## src/rtl/core/rpc_pkg.sv

```systemverilog
package rpc_pkg;

  localparam int ITERATIONS_DEF = 16;
  localparam int DATA_WIDTH_DEF = 16;

  // integer headroom above the fraction bits: sign, 16 bits of input range,
  // CORDIC gain growth and one spare
  localparam int GUARD_BITS = 19;

  localparam int TABLE_LEN = 24;

  // gain correction K with 32 fraction bits, about 0.6072529
  localparam logic [31:0] GAIN_Q32 = 32'd2608131496;

  localparam logic [15:0] MAG_MAX = 16'd46341;

  // atan(2^-i), 2^32 per turn
  localparam logic [31:0] ATAN_TURN32 [TABLE_LEN] = '{
    32'd536870912, 32'd316933406, 32'd167458907, 32'd85004756,
    32'd42667331,  32'd21354465,  32'd10679838,  32'd5340245,
    32'd2670163,   32'd1335087,   32'd667544,    32'd333772,
    32'd166886,    32'd83443,     32'd41722,     32'd20861,
    32'd10430,     32'd5215,      32'd2608,      32'd1304,
    32'd652,       32'd326,       32'd163,       32'd81
  };

  localparam logic CMD_TO_POLAR = 1'b0;
  localparam logic CMD_TO_RECT  = 1'b1;

  // side data that rides along with the x/y datapath
  typedef struct packed {
    logic        cmd;       // CMD_TO_POLAR or CMD_TO_RECT
    logic        axis;      // vectoring input lies on the x axis
    logic        axis_neg;  // ... on the negative side
    logic [15:0] axis_mag;  // |x| for the axis case
    logic [31:0] z;         // angle accumulator, 2^32 per turn
  } tag_t;

  function automatic logic [15:0] sat16(input logic signed [63:0] v);
    logic [15:0] r;
    if (v > 64'sd32767) begin
      r = 16'h7FFF;
    end else if (v < -64'sd32768) begin
      r = 16'h8000;
    end else begin
      r = v[15:0];
    end
    return r;
  endfunction

endpackage

```

## src/rtl/core/rpc_front.sv

```systemverilog
module rpc_front #(
  parameter int DATA_WIDTH = rpc_pkg::DATA_WIDTH_DEF,
  parameter int W          = rpc_pkg::DATA_WIDTH_DEF + rpc_pkg::GUARD_BITS
) (
  input  logic                clk,
  input  logic                rst,
  input  logic                in_valid,
  output logic                in_ready,
  input  logic                in_cmd,
  input  logic signed [15:0]  in_x,
  input  logic signed [15:0]  in_y,
  input  logic [14:0]         in_mag,
  input  logic signed [15:0]  in_angle,
  output logic                out_valid,
  input  logic                out_ready,
  output logic signed [W-1:0] out_x,
  output logic signed [W-1:0] out_y,
  output rpc_pkg::tag_t       out_tag
);

  localparam int SH = 32 - DATA_WIDTH;
  localparam logic [47:0] ROUND = (SH > 0) ? (48'd1 << ((SH > 0) ? SH - 1 : 0)) : 48'd0;

  // stage A: input register plus magnitude * gain
  logic               a_valid;
  logic               a_ready;
  logic               a_cmd;
  logic signed [15:0] a_x;
  logic signed [15:0] a_y;
  logic signed [15:0] a_angle;
  logic [46:0]        a_prod;

  // stage B: starting point for the cell chain
  logic               b_ready;
  logic [47:0]        prod_rnd;
  logic signed [W-1:0] rot_mag;
  logic signed [16:0] ang17;
  logic signed [16:0] ang_adj;
  logic               flip;
  logic signed [16:0] xs;
  logic signed [16:0] ys;
  logic signed [16:0] xv;
  logic signed [16:0] yv;
  logic               neg;
  logic signed [W-1:0] x_next;
  logic signed [W-1:0] y_next;
  rpc_pkg::tag_t      tag_next;

  assign a_ready  = !a_valid || b_ready;
  assign b_ready  = !out_valid || out_ready;
  assign in_ready = a_ready;

  always_ff @(posedge clk) begin
    if (rst) begin
      a_valid <= 1'b0;
    end else if (a_ready) begin
      a_valid <= in_valid;
    end
  end

  always_ff @(posedge clk) begin
    if (in_valid && a_ready) begin
      a_cmd   <= in_cmd;
      a_x     <= in_x;
      a_y     <= in_y;
      a_angle <= in_angle;
      a_prod  <= 47'(in_mag) * 47'(rpc_pkg::GAIN_Q32);
    end
  end

  always_comb begin
    // rotation: scaled magnitude, fold angles beyond a quarter turn
    prod_rnd = 48'(a_prod) + ROUND;
    rot_mag  = W'(prod_rnd >> SH);
    ang17    = 17'(a_angle);
    flip     = (ang17 > 17'sd16384) || (ang17 < -17'sd16384);
    if (!flip) begin
      ang_adj = ang17;
    end else if (ang17 > 17'sd0) begin
      ang_adj = ang17 - 17'sd32768;
    end else begin
      ang_adj = ang17 + 17'sd32768;
    end

    // vectoring: mirror the left half plane
    xs  = 17'(a_x);
    ys  = 17'(a_y);
    neg = a_x[15];
    xv  = neg ? -xs : xs;
    yv  = neg ? -ys : ys;

    tag_next.cmd      = a_cmd;
    tag_next.axis     = (a_cmd == rpc_pkg::CMD_TO_POLAR) && (a_y == 16'sd0);
    tag_next.axis_neg = neg;
    tag_next.axis_mag = xv[15:0];

    if (a_cmd == rpc_pkg::CMD_TO_RECT) begin
      x_next     = flip ? -rot_mag : rot_mag;
      y_next     = '0;
      tag_next.z = {ang_adj[15:0], 16'h0000};
    end else begin
      x_next     = W'(xv) <<< DATA_WIDTH;
      y_next     = W'(yv) <<< DATA_WIDTH;
      tag_next.z = neg ? 32'h8000_0000 : 32'h0000_0000;
    end
  end

  always_ff @(posedge clk) begin
    if (rst) begin
      out_valid <= 1'b0;
    end else if (b_ready) begin
      out_valid <= a_valid;
    end
  end

  always_ff @(posedge clk) begin
    if (a_valid && b_ready) begin
      out_x   <= x_next;
      out_y   <= y_next;
      out_tag <= tag_next;
    end
  end

endmodule

```

## config.mk

```make
export PLATFORM = sky130hd
export DESIGN_NAME = rpc_front
export DESIGN_NICKNAME = d
export VERILOG_FILES = /design/src/rtl/core/rpc_pkg.sv /design/src/rtl/core/rpc_front.sv
export SDC_FILE = /design/constraint.sdc
export NUM_CORES = 1
export LEC_CHECK = 0
export BUFFER_PORTS_ARGS = -buffer_cell sky130_fd_sc_hd__buf_2
export CAP_MARGIN = 20
export CORE_AREA = 2 2 195 197
export CTS_CLUSTER_SIZE = 16
export DETAILED_ROUTE_END_ITERATION = 16
export DIE_AREA = 0 0 197 199
export HOLD_SLACK_MARGIN = 0.05
export SLEW_MARGIN = 20
export SYNTH_ARGS = -nofsm -noshare
export SYNTH_HDL_FRONTEND = slang
export SYNTH_SLANG_ARGS = --single-unit
export TNS_END_PERCENT = 10
```

## constraint.sdc

```tcl
create_clock -name clk -period 7.3 [get_ports clk]
set_input_delay 0 -clock clk [delete_from_list [all_inputs] [get_ports clk]]
set_output_delay 0 -clock clk [all_outputs]
set_load 0.02 [all_outputs]
```

==> Word level (Yosys, flattened, before mapping) <==
Index checks and enable logic that the tools add are counted.
{ "totals": {"rom_bits": 0, "ram_bits": 0, "elab_cells": 45, "in_bits": 68, "ff_bits": 214, "mem_count": 0, "output_inout_bits": 123, "latchBits": 0} }
{ "classes": {"order_cmp": 3, "bitwise_logic": 1, "reduce_logical": 9, "shift": 0, "n_mul": 1, "mux": 8, "n_div": 0, "eq_ne": 0, "addsub": 6} }
{ "ops": {"columns": ["op", "n"], "rows": [
  ["$mux W35", 2],
  ["$mux W32", 2],
  ["$add A47 B16 Y48 const B", 1],
  ["$mul A15 B29 Y44 const B", 1],
  ["$neg A32 Y35", 1],
  ["$mux W17", 2],
  ["$neg A16 Y17", 2],
  ["$mux W16", 2],
  ["$add A16 B16 Y16 const B", 1],
  ["$gt A16 B1 Y1 const B", 1],
  ["$gt A16 B16 Y1 const B", 1],
  ["$logic_not A16 Y1", 1],
  ["$lt A16 B15 Y1 const B", 1],
  ["$sub A16 B16 Y16 const B", 1],
  ["$logic_and A1 B1 Y1", 3],
  ["$logic_or A1 B1 Y1", 3],
  ["$logic_not A1 Y1", 2],
  ["$not A1 Y1", 1]
]} }

==> Longest topological paths before layout <==
{ "logic_depth": {"depth_word": 4, "mapped_depth": 21, "depth_no_buf": 21} }

==> Worst setup path before layout <==
Ideal clock, no wire load.
{ "synth_timing": {"kind": "input to register", "from": "input port in_mag[12]", "to": "register a_prod[45] (data pin)", "path_stages": 21, "required_time_ns": 7.038, "setup_ns": 0.262, "arrival_ns": 5.132, "slack_ns": 1.905, "path_cell_list": "ha_1 -> clkbuf_1 -> xor2_1 -> ha_1 -> a21oi_1 -> fa_1 -> inv_1 -> fa_1 -> fa_1 -> inv_1 -> fa_1 -> inv_1 -> ha_1 -> a211o_1 -> a21oi_1 -> o211a_1 -> a31oi_1 -> a211oi_1 -> a311o_1 -> o21bai_1 -> xor2_1"} }
{ "synth_between": {"elab_chain_len": 1} }
{ "synth_rtl": {"columns": ["item", "line_no", "source"], "rows": [
  ["start: declaration", "rpc_front.sv:12", "input logic [14:0] in_mag,"],
  ["$mul A15 B29 Y44", "rpc_front.sv:67", "a_prod <= 47'(in_mag) * 47'(rpc_pkg::GAIN_Q32);"],
  ["end signal: assignment", "rpc_front.sv:67", null],
  ["end: declaration", "rpc_front.sv:31", "logic [46:0] a_prod;"]
]} }
No other way between the ends.
A chain may end at the register's enable or synchronous reset.

==> Worst setup path after layout <==
{ "layout_timing": {"from": "input port in_mag[13]", "to": "register a_prod[45] (data pin)"} }
The elaborated chain is that of the path after synthesis.

==> metrics.cfg <==
[sta]
fmax_mhz = 172
post-route-min-period_ns = 5.81
drv_slew = 0
finalCritPeriodShare = 0.796
finClkSkew_ns = 0.00942
tightest_slew_ns = 0.982
fin_tns_setup_ns = 0
hold_viol = 0
max_slew_margin = 0.345
rsz0062_at_grt = false
setup_violations = 0

[global_route]
grt_usage = 0.199
grt_pass1_vias = 10700
grt.overflow.total = 0
grt_max_degree = 82
grt_pass1_wl_um = 59200
antenna_found_initial = 0

[clocking]
clock_latency_ns = 0.43
cts_root_buffer = clkbuf_16
cts_resized = 0
clk_pin_slew_worst_paths_ns = 0.06
ctsHoldBuffers = 53
cts_tree = built
cts_buffers = 17
cts_setup_buffers = 0
ctsHtreeMaxLevel = 4
cts.sinks = 170
clockBufferDepth = 2

[synth]
yosys_warnings = 0
synth-edff-count = 168
synth.largest_area_cell = edfxtp_1
syn_area_mm2 = 0.0154
syn-instance-count = 1394
synthTopCellsByArea = edfxtp_1 (33%), fa_1 (20%), ha_1 (12%)
ys_seq_area_frac = 0.330
ys_ff_latch = 170
synth.distinct_cells = 79
async_reset_ff_frac = 0
postSynthAreaPerCell_um2 = 11.1
synth_top_area_frac = 0.327
ys_dominant_reg_cell = edfxtp_1

[floorplan]
die_y_um = 199
initial_utilization = 0.415
core-area_mm2 = 0.0371
io_pins = 191
rows = 71
die_x_um = 197
fp.dieArea_mm2 = 0.0392

[flow_run]
drv_cap = 0

[critical_path]
critPathMaxFanout = 11
crit_type = in2reg
arrival_ns = 5.99
required_ns = 7.48
end_kind = flop
start_kind = input pin

[drt]
route.final.wire_length_um = 37800
vias = 10500
via_per_inst = 5.04
wl_per_cell_um = 18.2
final_antenna_net_count = 0
drt_iter0_drc = 546
drcViolationCount = 0
drt_pre_antenna_iters = 6

[worst_hold_path]
hp-class = in2reg

[place]
placed_cells = 1998
numPortBuffers = 158
dp_hpwl_um = 31100
gp_congestion = 0.958

[final_layout]
n_antenna_cell = 0
fin_cells = 2084
layout-drive-gt1-share = 0.140
num-nets-final = 1972
area_growth_pct = 14.8
nFillCells = 3428

[power_and_ir_drop]
p_leak_nw = 7.94
powerDensity_mw_per_mm2 = 514
peakVddDrop_mv = 0.353

[outcome]
status = complete, no violations

layout by cell type (no fill, tap or decap), types with 5 or more instances in the layout:
master           n
and2_1          18
buf_2          158
nand3b_1         7
fa_1           154
edfxtp_1       168
o21ai_0         27
o22ai_1          5
o21a_1           8
conb_1          32
clkbuf_16       17
inv_1          214
or3_1            7
a41oi_1          6
nor4_1          10
nor2b_1          5
nand3_1         30
and3_1          13
ha_1           153
nand2_1         43
a21o_1          21
or4_1            9
or2_2            7
a21oi_1         48
clkinv_1         5
o31ai_1         11
xnor2_1         62
nand4_1         16
nand2b_1        12
nor2_1          95
dlygate4sd3_1   53
xor2_1          58
nor3_1          22
a31oi_1         16
per-stage QoR:
stage	instance area, um2	hold WS (ns)	total power, mW	utilization	setup WS (ns)
floorplan	15500	0.0724	6.79	-	1.91
global placement	16600	0.174	8.08	0.446	1.12
detailed placement	16600	0.178	8.19	0.446	1.02
CTS	17700	0.219	9.15	0.476	1.47
global route	17700	0.276	10.1	0.477	1.09
finish	17700	0.224	9.10	0.477	1.49
worst max-delay path, stage by stage:
cell      delay, ns
buf_2          0.24
ha_1           0.35
xor2_1         0.24
ha_1           0.20
a21oi_1        0.50
fa_1           0.55
fa_1           0.51
fa_1           0.56
inv_1          0.06
fa_1           0.47
ha_1           0.39
o21a_1         0.20
a21oi_1        0.27
o211a_1        0.22
a31oi_1        0.23
a211oi_1       0.43
a311o_1        0.33
o21bai_1       0.09
xor2_1         0.14
cells in the mapped netlist (all sizes together) (6+ instances only):
library cell / number
nand4: 18
xor2: 58
or3: 7
and2: 19
nor2: 96
nor4: 12
inv: 215
a41oi: 6
ha: 153
buf: 45
nand3: 33
edfxtp: 168
nor3: 24
nor2b: 6
o21a: 8
fa: 154
and3: 13
clkbuf: 18
xnor2: 62
a21oi: 48
o21ai: 27
o31ai: 11
a31oi: 16
nand2: 43
nand2b: 12
nand3b: 7
or2: 7
or4: 9
a21o: 21
path summary, 6_finish.rpt:
path                               endpoint        from  slack, ns  cells after the start
worst max-delay path             a_prod[45]  in_mag[13]       1.49                     19
worst min-delay path            out_tag[25]   out_ready       0.22                      3
worst max register to register    out_x[27]  a_prod[15]       3.58                      9
worst min register to register  out_tag[22]  a_angle[6]       0.55                      1
report_power, final:
group | leakage (nW) | internal [mW] | switching, mW
logic | 6.04 | 2.81 | 3.63
registers | 1.63 | 1.61 | 0.175
clock network | 0.269 | 0.504 | 0.379
kinds of logic after synthesis:
family          count (synthesis)  share of synthesized area
compound gates                194                     0.0867
other cells                     1                   0.000243
simple gates                  318                      0.110
buf+inv                       279                     0.0772
flops                         170                      0.330
fa+ha+maj                     308                      0.325
mux                             4                    0.00276
xor+xnor                      120                     0.0682
layer usage:
metal  part of all wire  global-route usage  vias to the layer above
met2               0.48               0.338                      277
met3              0.049              0.0310                       51
met1               0.44               0.259                     5069
li1                   -                   -                     5115
met4              0.027              0.0663                        0
met5                  0                   0                        -
sequential cells by signal (all words and copies together) (netlist names):
signal     count
out_tag       35
out_x         35
a_prod        32
out_y         17
a_angle       16
a_x           16
a_y           16
a_cmd          1
a_valid        1
out_valid      1
area by class of cell:
type | count | area, um2 | share of cell area
multi-input combinational | 976 | 9270 | 0.523
sequential | 170 | 5080 | 0.287
timing repair buffer | 216 | 1370 | 0.0775
inverter | 216 | 811 | 0.0458
tap | 474 | 593 | 0.0335
clock buffer | 17 | 425 | 0.0240
clock inverter | 15 | 150 | 0.00848
Power figures use the tool's default switching activity.
