==> src/rtl/core/rpc_pkg.sv <==
package rpc_pkg;

  localparam int ITERATIONS_DEF = 16;
  localparam int DATA_WIDTH_DEF = 16;

  // integer headroom above the fraction bits: sign, 16 bits of input range,
  // CORDIC gain growth and one spare
  localparam int GUARD_BITS = 19;

  localparam int TABLE_LEN = 24;

  // gain correction K with 32 fraction bits, about 0.6072529
  localparam logic [31:0] GAIN_Q32 = 32'd2608131496;

  localparam logic [15:0] MAG_MAX = 16'd46341;

  // atan(2^-i), 2^32 per turn
  localparam logic [31:0] ATAN_TURN32 [TABLE_LEN] = '{
    32'd536870912, 32'd316933406, 32'd167458907, 32'd85004756,
    32'd42667331,  32'd21354465,  32'd10679838,  32'd5340245,
    32'd2670163,   32'd1335087,   32'd667544,    32'd333772,
    32'd166886,    32'd83443,     32'd41722,     32'd20861,
    32'd10430,     32'd5215,      32'd2608,      32'd1304,
    32'd652,       32'd326,       32'd163,       32'd81
  };

  localparam logic CMD_TO_POLAR = 1'b0;
  localparam logic CMD_TO_RECT  = 1'b1;

  // side data that rides along with the x/y datapath
  typedef struct packed {
    logic        cmd;       // CMD_TO_POLAR or CMD_TO_RECT
    logic        axis;      // vectoring input lies on the x axis
    logic        axis_neg;  // ... on the negative side
    logic [15:0] axis_mag;  // |x| for the axis case
    logic [31:0] z;         // angle accumulator, 2^32 per turn
  } tag_t;

  function automatic logic [15:0] sat16(input logic signed [63:0] v);
    logic [15:0] r;
    if (v > 64'sd32767) begin
      r = 16'h7FFF;
    end else if (v < -64'sd32768) begin
      r = 16'h8000;
    end else begin
      r = v[15:0];
    end
    return r;
  endfunction

endpackage

==> src/rtl/core/rpc_back.sv <==
module rpc_back #(
  parameter int DATA_WIDTH = rpc_pkg::DATA_WIDTH_DEF,
  parameter int W          = rpc_pkg::DATA_WIDTH_DEF + rpc_pkg::GUARD_BITS
) (
  input  logic                clk,
  input  logic                rst,
  input  logic                in_valid,
  output logic                in_ready,
  input  logic signed [W-1:0] in_x,
  input  logic signed [W-1:0] in_y,
  input  rpc_pkg::tag_t       in_tag,
  output logic                out_valid,
  input  logic                out_ready,
  output logic [15:0]         out_mag,
  output logic [15:0]         out_angle,
  output logic [15:0]         out_x,
  output logic [15:0]         out_y
);

  localparam logic [63:0] HALF_U = 64'd1 << (DATA_WIDTH - 1);
  localparam logic signed [63:0] HALF_S = 64'sd1 <<< (DATA_WIDTH - 1);

  // stage 1: low half of magnitude * gain
  logic                v1;
  logic                r1;
  logic [63:0]         p1_lo;
  logic [31:0]         p1_vh;
  logic signed [W-1:0] p1_x;
  logic signed [W-1:0] p1_y;
  rpc_pkg::tag_t       p1_tag;
  logic [63:0]         m64;

  // stage 2: high half
  logic                v2;
  logic                r2;
  logic [63:0]         p2_hi;
  logic [31:0]         p2_lo_hi;
  logic signed [W-1:0] p2_x;
  logic signed [W-1:0] p2_y;
  rpc_pkg::tag_t       p2_tag;

  // stage 3: round, saturate, select
  logic                r3;
  logic [63:0]         mag_sum;
  logic [63:0]         mag_full;
  logic [31:0]         ang_sum;
  logic signed [63:0]  xr;
  logic signed [63:0]  yr;
  logic [15:0]         mag_next;
  logic [15:0]         angle_next;
  logic [15:0]         x_next;
  logic [15:0]         y_next;

  assign r3       = !out_valid || out_ready;
  assign r2       = !v2 || r3;
  assign r1       = !v1 || r2;
  assign in_ready = r1;

  assign m64 = in_x[W-1] ? 64'd0 : 64'($unsigned(in_x));

  always_ff @(posedge clk) begin
    if (rst) begin
      v1        <= 1'b0;
      v2        <= 1'b0;
      out_valid <= 1'b0;
    end else begin
      if (r1) v1 <= in_valid;
      if (r2) v2 <= v1;
      if (r3) out_valid <= v2;
    end
  end

  always_ff @(posedge clk) begin
    if (in_valid && r1) begin
      p1_lo  <= 64'(m64[31:0]) * 64'(rpc_pkg::GAIN_Q32);
      p1_vh  <= m64[63:32];
      p1_x   <= in_x;
      p1_y   <= in_y;
      p1_tag <= in_tag;
    end
    if (v1 && r2) begin
      p2_hi    <= 64'(p1_vh) * 64'(rpc_pkg::GAIN_Q32);
      p2_lo_hi <= p1_lo[63:32];
      p2_x     <= p1_x;
      p2_y     <= p1_y;
      p2_tag   <= p1_tag;
    end
  end

  always_comb begin
    mag_sum  = p2_hi + 64'(p2_lo_hi) + HALF_U;
    mag_full = mag_sum >> DATA_WIDTH;
    ang_sum  = p2_tag.z + 32'h0000_8000;
    xr       = (64'(p2_x) + HALF_S) >>> DATA_WIDTH;
    yr       = (64'(p2_y) + HALF_S) >>> DATA_WIDTH;

    mag_next   = '0;
    angle_next = '0;
    x_next     = '0;
    y_next     = '0;
    if (p2_tag.cmd == rpc_pkg::CMD_TO_RECT) begin
      x_next = rpc_pkg::sat16(xr);
      y_next = rpc_pkg::sat16(yr);
    end else if (p2_tag.axis) begin
      mag_next   = p2_tag.axis_mag;
      angle_next = p2_tag.axis_neg ? 16'h8000 : 16'h0000;
    end else begin
      mag_next   = (mag_full > 64'(rpc_pkg::MAG_MAX)) ? rpc_pkg::MAG_MAX : mag_full[15:0];
      angle_next = ang_sum[31:16];
    end
  end

  always_ff @(posedge clk) begin
    if (v2 && r3) begin
      out_mag   <= mag_next;
      out_angle <= angle_next;
      out_x     <= x_next;
      out_y     <= y_next;
    end
  end

endmodule

==> config.mk <==
export PLATFORM = sky130hd
export DESIGN_NAME = rpc_back
export DESIGN_NICKNAME = d
export VERILOG_FILES = /design/src/rtl/core/rpc_pkg.sv /design/src/rtl/core/rpc_back.sv
export SDC_FILE = /design/constraint.sdc
export NUM_CORES = 2
export LEC_CHECK = 0
export BUFFER_PORTS_ARGS = -buffer_cell sky130_fd_sc_hd__buf_2
export CORE_MARGIN = 2
export CORE_UTILIZATION = 60
export CTS_CLUSTER_DIAMETER = 60
export DETAILED_ROUTE_END_ITERATION = 12
export PLACE_DENSITY = 0.83
export SLEW_MARGIN = 10
export SYNTH_ARGS = -nofsm -noshare
export SYNTH_HDL_FRONTEND = slang
export SYNTH_SLANG_ARGS = --single-unit
==> constraint.sdc <==
create_clock -name clk -period 18.6 [get_ports clk]
set_input_delay 1.86 -clock clk [delete_from_list [all_inputs] [get_ports clk]]
set_output_delay 1.86 -clock clk [all_outputs]
set_load 0.005 [all_outputs]
Word-level counts from Yosys, hierarchy flattened
Index checks and enable logic that the tools add are counted.

Add/sub/neg operators: 5. Muxes and demuxes: 9. $lt $le $gt $ge: 5. Reduce and logical (&&, ||, !) cells: 11. Multiply operators: 2. Bitwise gates (word level): 1.

Operator list (number): $mul 32x29->61 const B (2); $mux 16 (6); $add 35x17->36 const B (2); $add 64x16->64 const B (1); $add 64x32->64 (1); $gt 48x16->1 const B (1); $gt 20x16->1 const B (2); $lt 20x16->1 const B (2); $add 32x16->32 const B (1); $mux 32 (1); $mux 15 (2); $reduce_or 2->1 (2); $logic_and 1x1->1 (3); $logic_not 1->1 (3); $logic_or 1x1->1 (3); $not 1->1 (1).

Register bits after elaboration: 495.

Depth between registers and ports, before layout
Depth in word-level cells: 5. Mapped depth: 29. Depth with buffers taken out: 27.

Least setup slack after synthesis
No wires, ideal clock.

Path type: input to register. Start point: input out_ready. End point: register p2_hi[11], enable pin. Path slack: 7.114 ns. Required time: 17.814 ns. Buffers on the path: 0. Arrival time: 10.700 ns. Stages on the path: 2. Cells stage by stage: nor2b_1 > a21boi_0.

Longest elaborated chain between the ends: 3.

RTL lines: start: declaration (RTL line rpc_back.sv:13) `input logic out_ready,`; $logic_or 1x1->1 (RTL line rpc_back.sv:54) `assign r3 = !out_valid || out_ready;`; $logic_or 1x1->1 (RTL line rpc_back.sv:55) `assign r2 = !v2 || r3;`; $logic_and 1x1->1 (RTL line rpc_back.sv:81) `if (v1 && r2) begin`; end signal: assignment (RTL line rpc_back.sv:82) `p2_hi <= 64'(p1_vh) * 64'(rpc_pkg::GAIN_Q32);`; end: declaration (RTL line rpc_back.sv:36) `logic [63:0] p2_hi;`.

Every way passes these cells. A chain may end at the register's enable or synchronous reset.

Worst setup path in the final report
Start point: input in_x[34]. End point: register p1_lo[62], data pin.

Longest elaborated chain between the ends: 2.

RTL lines: start: declaration (RTL line rpc_back.sv:9) `input logic signed [W-1:0] in_x,`; $mux 32 (RTL line rpc_back.sv:59) `assign m64 = in_x[W-1] ? 64'd0 : 64'($unsigned(in_x));`; $mul 32x29->61 (RTL line rpc_back.sv:75) `p1_lo <= 64'(m64[31:0]) * 64'(rpc_pkg::GAIN_Q32);`; end signal: assignment (RTL line rpc_back.sv:75); end: declaration (RTL line rpc_back.sv:26) `logic [63:0] p1_lo;`.

Every way passes these cells.

==> impl_metrics.ini <==
[clock_network]
clock_insertion_delay_worst_skew_ns = 0.54
clock_sinks = 295
ctsRootBufferMaster = sky130_fd_sc_hd__clkbuf_16
cts.clk_slew.worst_paths_ns = 0.07
numCtsBuffers = 26
cts.htree.levels = 1
holdBufCountCts = 0
cts.repair_timing.setup_buffer_count = 0
max_clock_buf_depth = 3
tritoncts = yes
postCtsResizedCells = 0

[detailed_routing]
drc = 0
detailroute.via_count = 20100
drt-initial-drc-count = 1375
drt_first_pass_iters = 5
via_per_inst = 5.60
detail_route.wl_per_cell_um = 20.3
detail-route-antenna-nets = 0
wirelength_routed_um = 72700

[placed_design]
detailedPlacementHpwl_um = 60800
io_buffer_count = 160
gp_routability_congestion = 0.963
placed_cell_area_um2 = 32500

[logic_synthesis]
synthCells = 2709
synth.yosys.seq_area_share_pct = 28.6
synth.cell_area_um2 = 30900
synth_edf_count = 292
synthesis.nets = 3702
muxShareOfSynthArea_pct = 0.0973
dominantRegCellSynth = sky130_fd_sc_hd__edfxtp_1
synth_compound_gate_area_share_pct = 6.73
syn-mean-instance-area_um2 = 11.4
yosys.area_share.simple_pct = 6.03
synth-adder-area-share_pct = 46.1
synth_xor_area_share_pct = 3.04
synthDistinctLibCells = 83
synth-seq-cells = 295
async_flop_share_pct = 0
synth_top_family_by_area = adder cells
synth_warnings = 0

[global_routing]
maximum_number_of_pins_on_one_net_before_global_route_repair = 66
grt_pass1_vias = 21100
antenna_found_initial = 3
gr-total-overflow = 0
global_route.usage.total_pct = 27.7
grt_first_pass_wirelength_um = 114000

[die]
die-area_um2 = 53300
core_area_um2 = 51100
floorplan.die.width_um = 231
initial_utilization_pct = 60.4
dieHeight_um = 231
pin_count = 191
fp-row-count = 83

[timing]
final.setup.tns_ns = 0
hold_viol_final = 0
report.final.slew_viol_count = 0
worst_pin_slew_ns = 1.23
unrepaired_setup_endpoints_after_global_routing = no
final.min_clock_period_ns = 10.03
period_share_pct = 53.9
max_clock_skew_ns = 0.0240
fmax_ghz = 0.0997
setup_viol_count_final = 0
slew-limit-headroom_pct = 17.9

[status]
status = completed

[final_layout]
area_delta_synth_final_pct = 8.30
final_layout_size_suffix_gt1_share_pct = 8.66
finalNetCount = 3872
fill_cells = 3768
design_area_um2 = 33400

[critical_path]
worstPathArrival_ns = 10.28
worst_setup_start_kind = input port
critical_path_peak_fanout = 51
cp.required_ns = 18.85
critPathKind = in2reg
end_kind = flip-flop

[min_path]
min-delay-path-class = reg2reg

[run]
max_cap_violations = 0
## final timing paths
path / startpoint / end / slack [ns] / depth (start not counted)
hold reg to reg: p1_tag[26]$_DFFE_PP_ / p2_tag[26]$_DFFE_PP_ / 0.41 / 0
setup / recovery: in_x[34] / p1_lo[62]$_DFFE_PP_ / 8.57 / 27
hold / removal: p1_tag[26]$_DFFE_PP_ / p2_tag[26]$_DFFE_PP_ / 0.41 / 0
setup reg to reg: p2_hi[28]$_DFFE_PP_ / out_mag[13]$_SDFFCE_PP0P_ / 14.81 / 12
## cells by family after synthesis
logic type                 count (synthesis)
muxes                                      3
and+or+nand+nor                          367
buffers and inverters                    766
adders and majority gates                868
AOI/OAI and AO/OA                        303
DFF                                      295
xor gates and xnor gates                 107
## registers in the layout (all words and copies together), names as in the netlist
register / count
p1_tag: 36
p2_tag: 36
p1_lo: 29
p2_lo_hi: 29
p1_x: 20
p1_y: 20
p2_x: 20
p2_y: 20
out_angle: 16
out_mag: 16
out_x: 16
out_y: 16
p2_hi: 16
p1_vh: 2
out_valid: 1
v1: 1
v2: 1
## synth_stat cells, types with 4 or more instances
cell | count | area, um^2
sky130_fd_sc_hd__inv_1 | 735 | 2760
sky130_fd_sc_hd__fa_1 | 449 | 8990
sky130_fd_sc_hd__ha_1 | 419 | 5240
sky130_fd_sc_hd__edfxtp_1 | 292 | 8770
sky130_fd_sc_hd__nand2_1 | 84 | 315
sky130_fd_sc_hd__nor2_1 | 80 | 300
sky130_fd_sc_hd__a21oi_1 | 76 | 380
sky130_fd_sc_hd__o21ai_0 | 61 | 305
sky130_fd_sc_hd__xnor2_1 | 54 | 473
sky130_fd_sc_hd__xor2_1 | 53 | 464
sky130_fd_sc_hd__nand3_1 | 42 | 210
sky130_fd_sc_hd__a21o_1 | 37 | 278
sky130_fd_sc_hd__nand2b_1 | 30 | 188
sky130_fd_sc_hd__nor2b_1 | 29 | 181
sky130_fd_sc_hd__clkbuf_1 | 25 | 93.8
sky130_fd_sc_hd__nand4_1 | 22 | 138
sky130_fd_sc_hd__nor3_1 | 22 | 110
sky130_fd_sc_hd__and3_1 | 15 | 93.8
sky130_fd_sc_hd__o21bai_1 | 13 | 97.6
sky130_fd_sc_hd__a211oi_1 | 12 | 90.1
sky130_fd_sc_hd__and2_1 | 12 | 75.1
sky130_fd_sc_hd__a32o_1 | 9 | 90.1
sky130_fd_sc_hd__o211ai_1 | 9 | 67.6
sky130_fd_sc_hd__o21a_1 | 9 | 67.6
sky130_fd_sc_hd__a31oi_1 | 8 | 50.1
sky130_fd_sc_hd__and4_1 | 8 | 70.1
sky130_fd_sc_hd__o21ai_1 | 8 | 40.0
sky130_fd_sc_hd__a21oi_2 | 5 | 43.8
sky130_fd_sc_hd__o31ai_1 | 5 | 37.5
sky130_fd_sc_hd__o21ai_2 | 4 | 35.0
sky130_fd_sc_hd__or2_2 | 4 | 25.0
## stage by stage
step           hold WS (ns)  utilization (%)  worst slack, ns  std cells
5_1_grt               0.426             65.4             8.09       3581
3_3_place_gp          0.401             63.6             8.05       3531
6_report              0.414             65.4             8.57       3581
3_5_place_dp          0.405             63.6             8.08       3531
4_1_cts               0.415             65.4             8.62       3579
2_1_floorplan         0.400                -             7.11       2709
## worst max-delay path, cell delays in order
cell and delay [ns]:
sky130_fd_sc_hd__buf_2 0.07, sky130_fd_sc_hd__buf_4 0.45, sky130_fd_sc_hd__nand2b_1 0.52, sky130_fd_sc_hd__inv_1 0.38, sky130_fd_sc_hd__fa_1 0.59, sky130_fd_sc_hd__inv_1 0.05, sky130_fd_sc_hd__fa_1 0.49, sky130_fd_sc_hd__inv_1 0.06
sky130_fd_sc_hd__fa_1 0.54, sky130_fd_sc_hd__fa_1 0.47, sky130_fd_sc_hd__fa_1 0.53, sky130_fd_sc_hd__fa_1 0.52, sky130_fd_sc_hd__fa_1 0.56, sky130_fd_sc_hd__inv_1 0.05, sky130_fd_sc_hd__fa_1 0.51, sky130_fd_sc_hd__inv_1 0.05
sky130_fd_sc_hd__ha_1 0.38, sky130_fd_sc_hd__o21ai_0 0.12, sky130_fd_sc_hd__a22oi_1 0.23, sky130_fd_sc_hd__o2111ai_1 0.18, sky130_fd_sc_hd__a31oi_2 0.31, sky130_fd_sc_hd__o2111ai_1 0.14, sky130_fd_sc_hd__o2111a_1 0.20, sky130_fd_sc_hd__or3_4 0.40
sky130_fd_sc_hd__a31oi_4 0.25, sky130_fd_sc_hd__o21a_2 0.21, sky130_fd_sc_hd__o311ai_1 0.12
## layout make-up
| cell class | instances | area, um^2 | area share (%) |
|---|---|---|---|
| diodes | 2 | 5.00 | 0.0150 |
| clock buffers | 30 | 687 | 2.06 |
| clock inverters | 18 | 226 | 0.678 |
| inverters | 736 | 2760 | 8.27 |
| multi-input cells | 1648 | 19200 | 57.4 |
| flip-flops and latches | 295 | 8830 | 26.4 |
| well taps | 680 | 851 | 2.55 |
| repair buffers | 172 | 891 | 2.67 |
## placed cells by master (no fill, tap or decap), types with 6 or more instances in the layout
master                      synthesis  layout
sky130_fd_sc_hd__inv_1            735     735
sky130_fd_sc_hd__fa_1             449     449
sky130_fd_sc_hd__ha_1             419     419
sky130_fd_sc_hd__edfxtp_1         292     292
sky130_fd_sc_hd__buf_2              3     160
sky130_fd_sc_hd__nand2_1           84      84
sky130_fd_sc_hd__nor2_1            80      80
sky130_fd_sc_hd__a21oi_1           76      76
sky130_fd_sc_hd__o21ai_0           61      61
sky130_fd_sc_hd__xnor2_1           54      54
sky130_fd_sc_hd__xor2_1            53      53
sky130_fd_sc_hd__nand3_1           42      42
sky130_fd_sc_hd__a21o_1            37      37
sky130_fd_sc_hd__nand2b_1          30      30
sky130_fd_sc_hd__nor2b_1           29      28
sky130_fd_sc_hd__clkbuf_16          0      27
sky130_fd_sc_hd__nand4_1           22      22
sky130_fd_sc_hd__nor3_1            22      22
sky130_fd_sc_hd__and3_1            15      15
sky130_fd_sc_hd__o21bai_1          13      13
sky130_fd_sc_hd__and2_1            12      12
sky130_fd_sc_hd__a211oi_1          12      12
sky130_fd_sc_hd__buf_4              0      12
sky130_fd_sc_hd__o211ai_1           9       9
sky130_fd_sc_hd__o21a_1             9       9
sky130_fd_sc_hd__a32o_1             9       9
sky130_fd_sc_hd__o21ai_1            8       8
sky130_fd_sc_hd__and4_1             8       8
sky130_fd_sc_hd__a31oi_1            8       7
sky130_fd_sc_hd__clkinv_2           0       6
## layer usage
metal	up-vias	wire [um]	track usage [%]
li1	9062	-	-
met1	10000	30200	37.9
met2	815	35000	46.4
met3	134	5640	4.34
met4	2	1910	7.52
met5	-	11	0
Power is left out: the tool's default activity adds up to more than one toggle a clock period on the data nets, which glitch-free logic cannot reach.
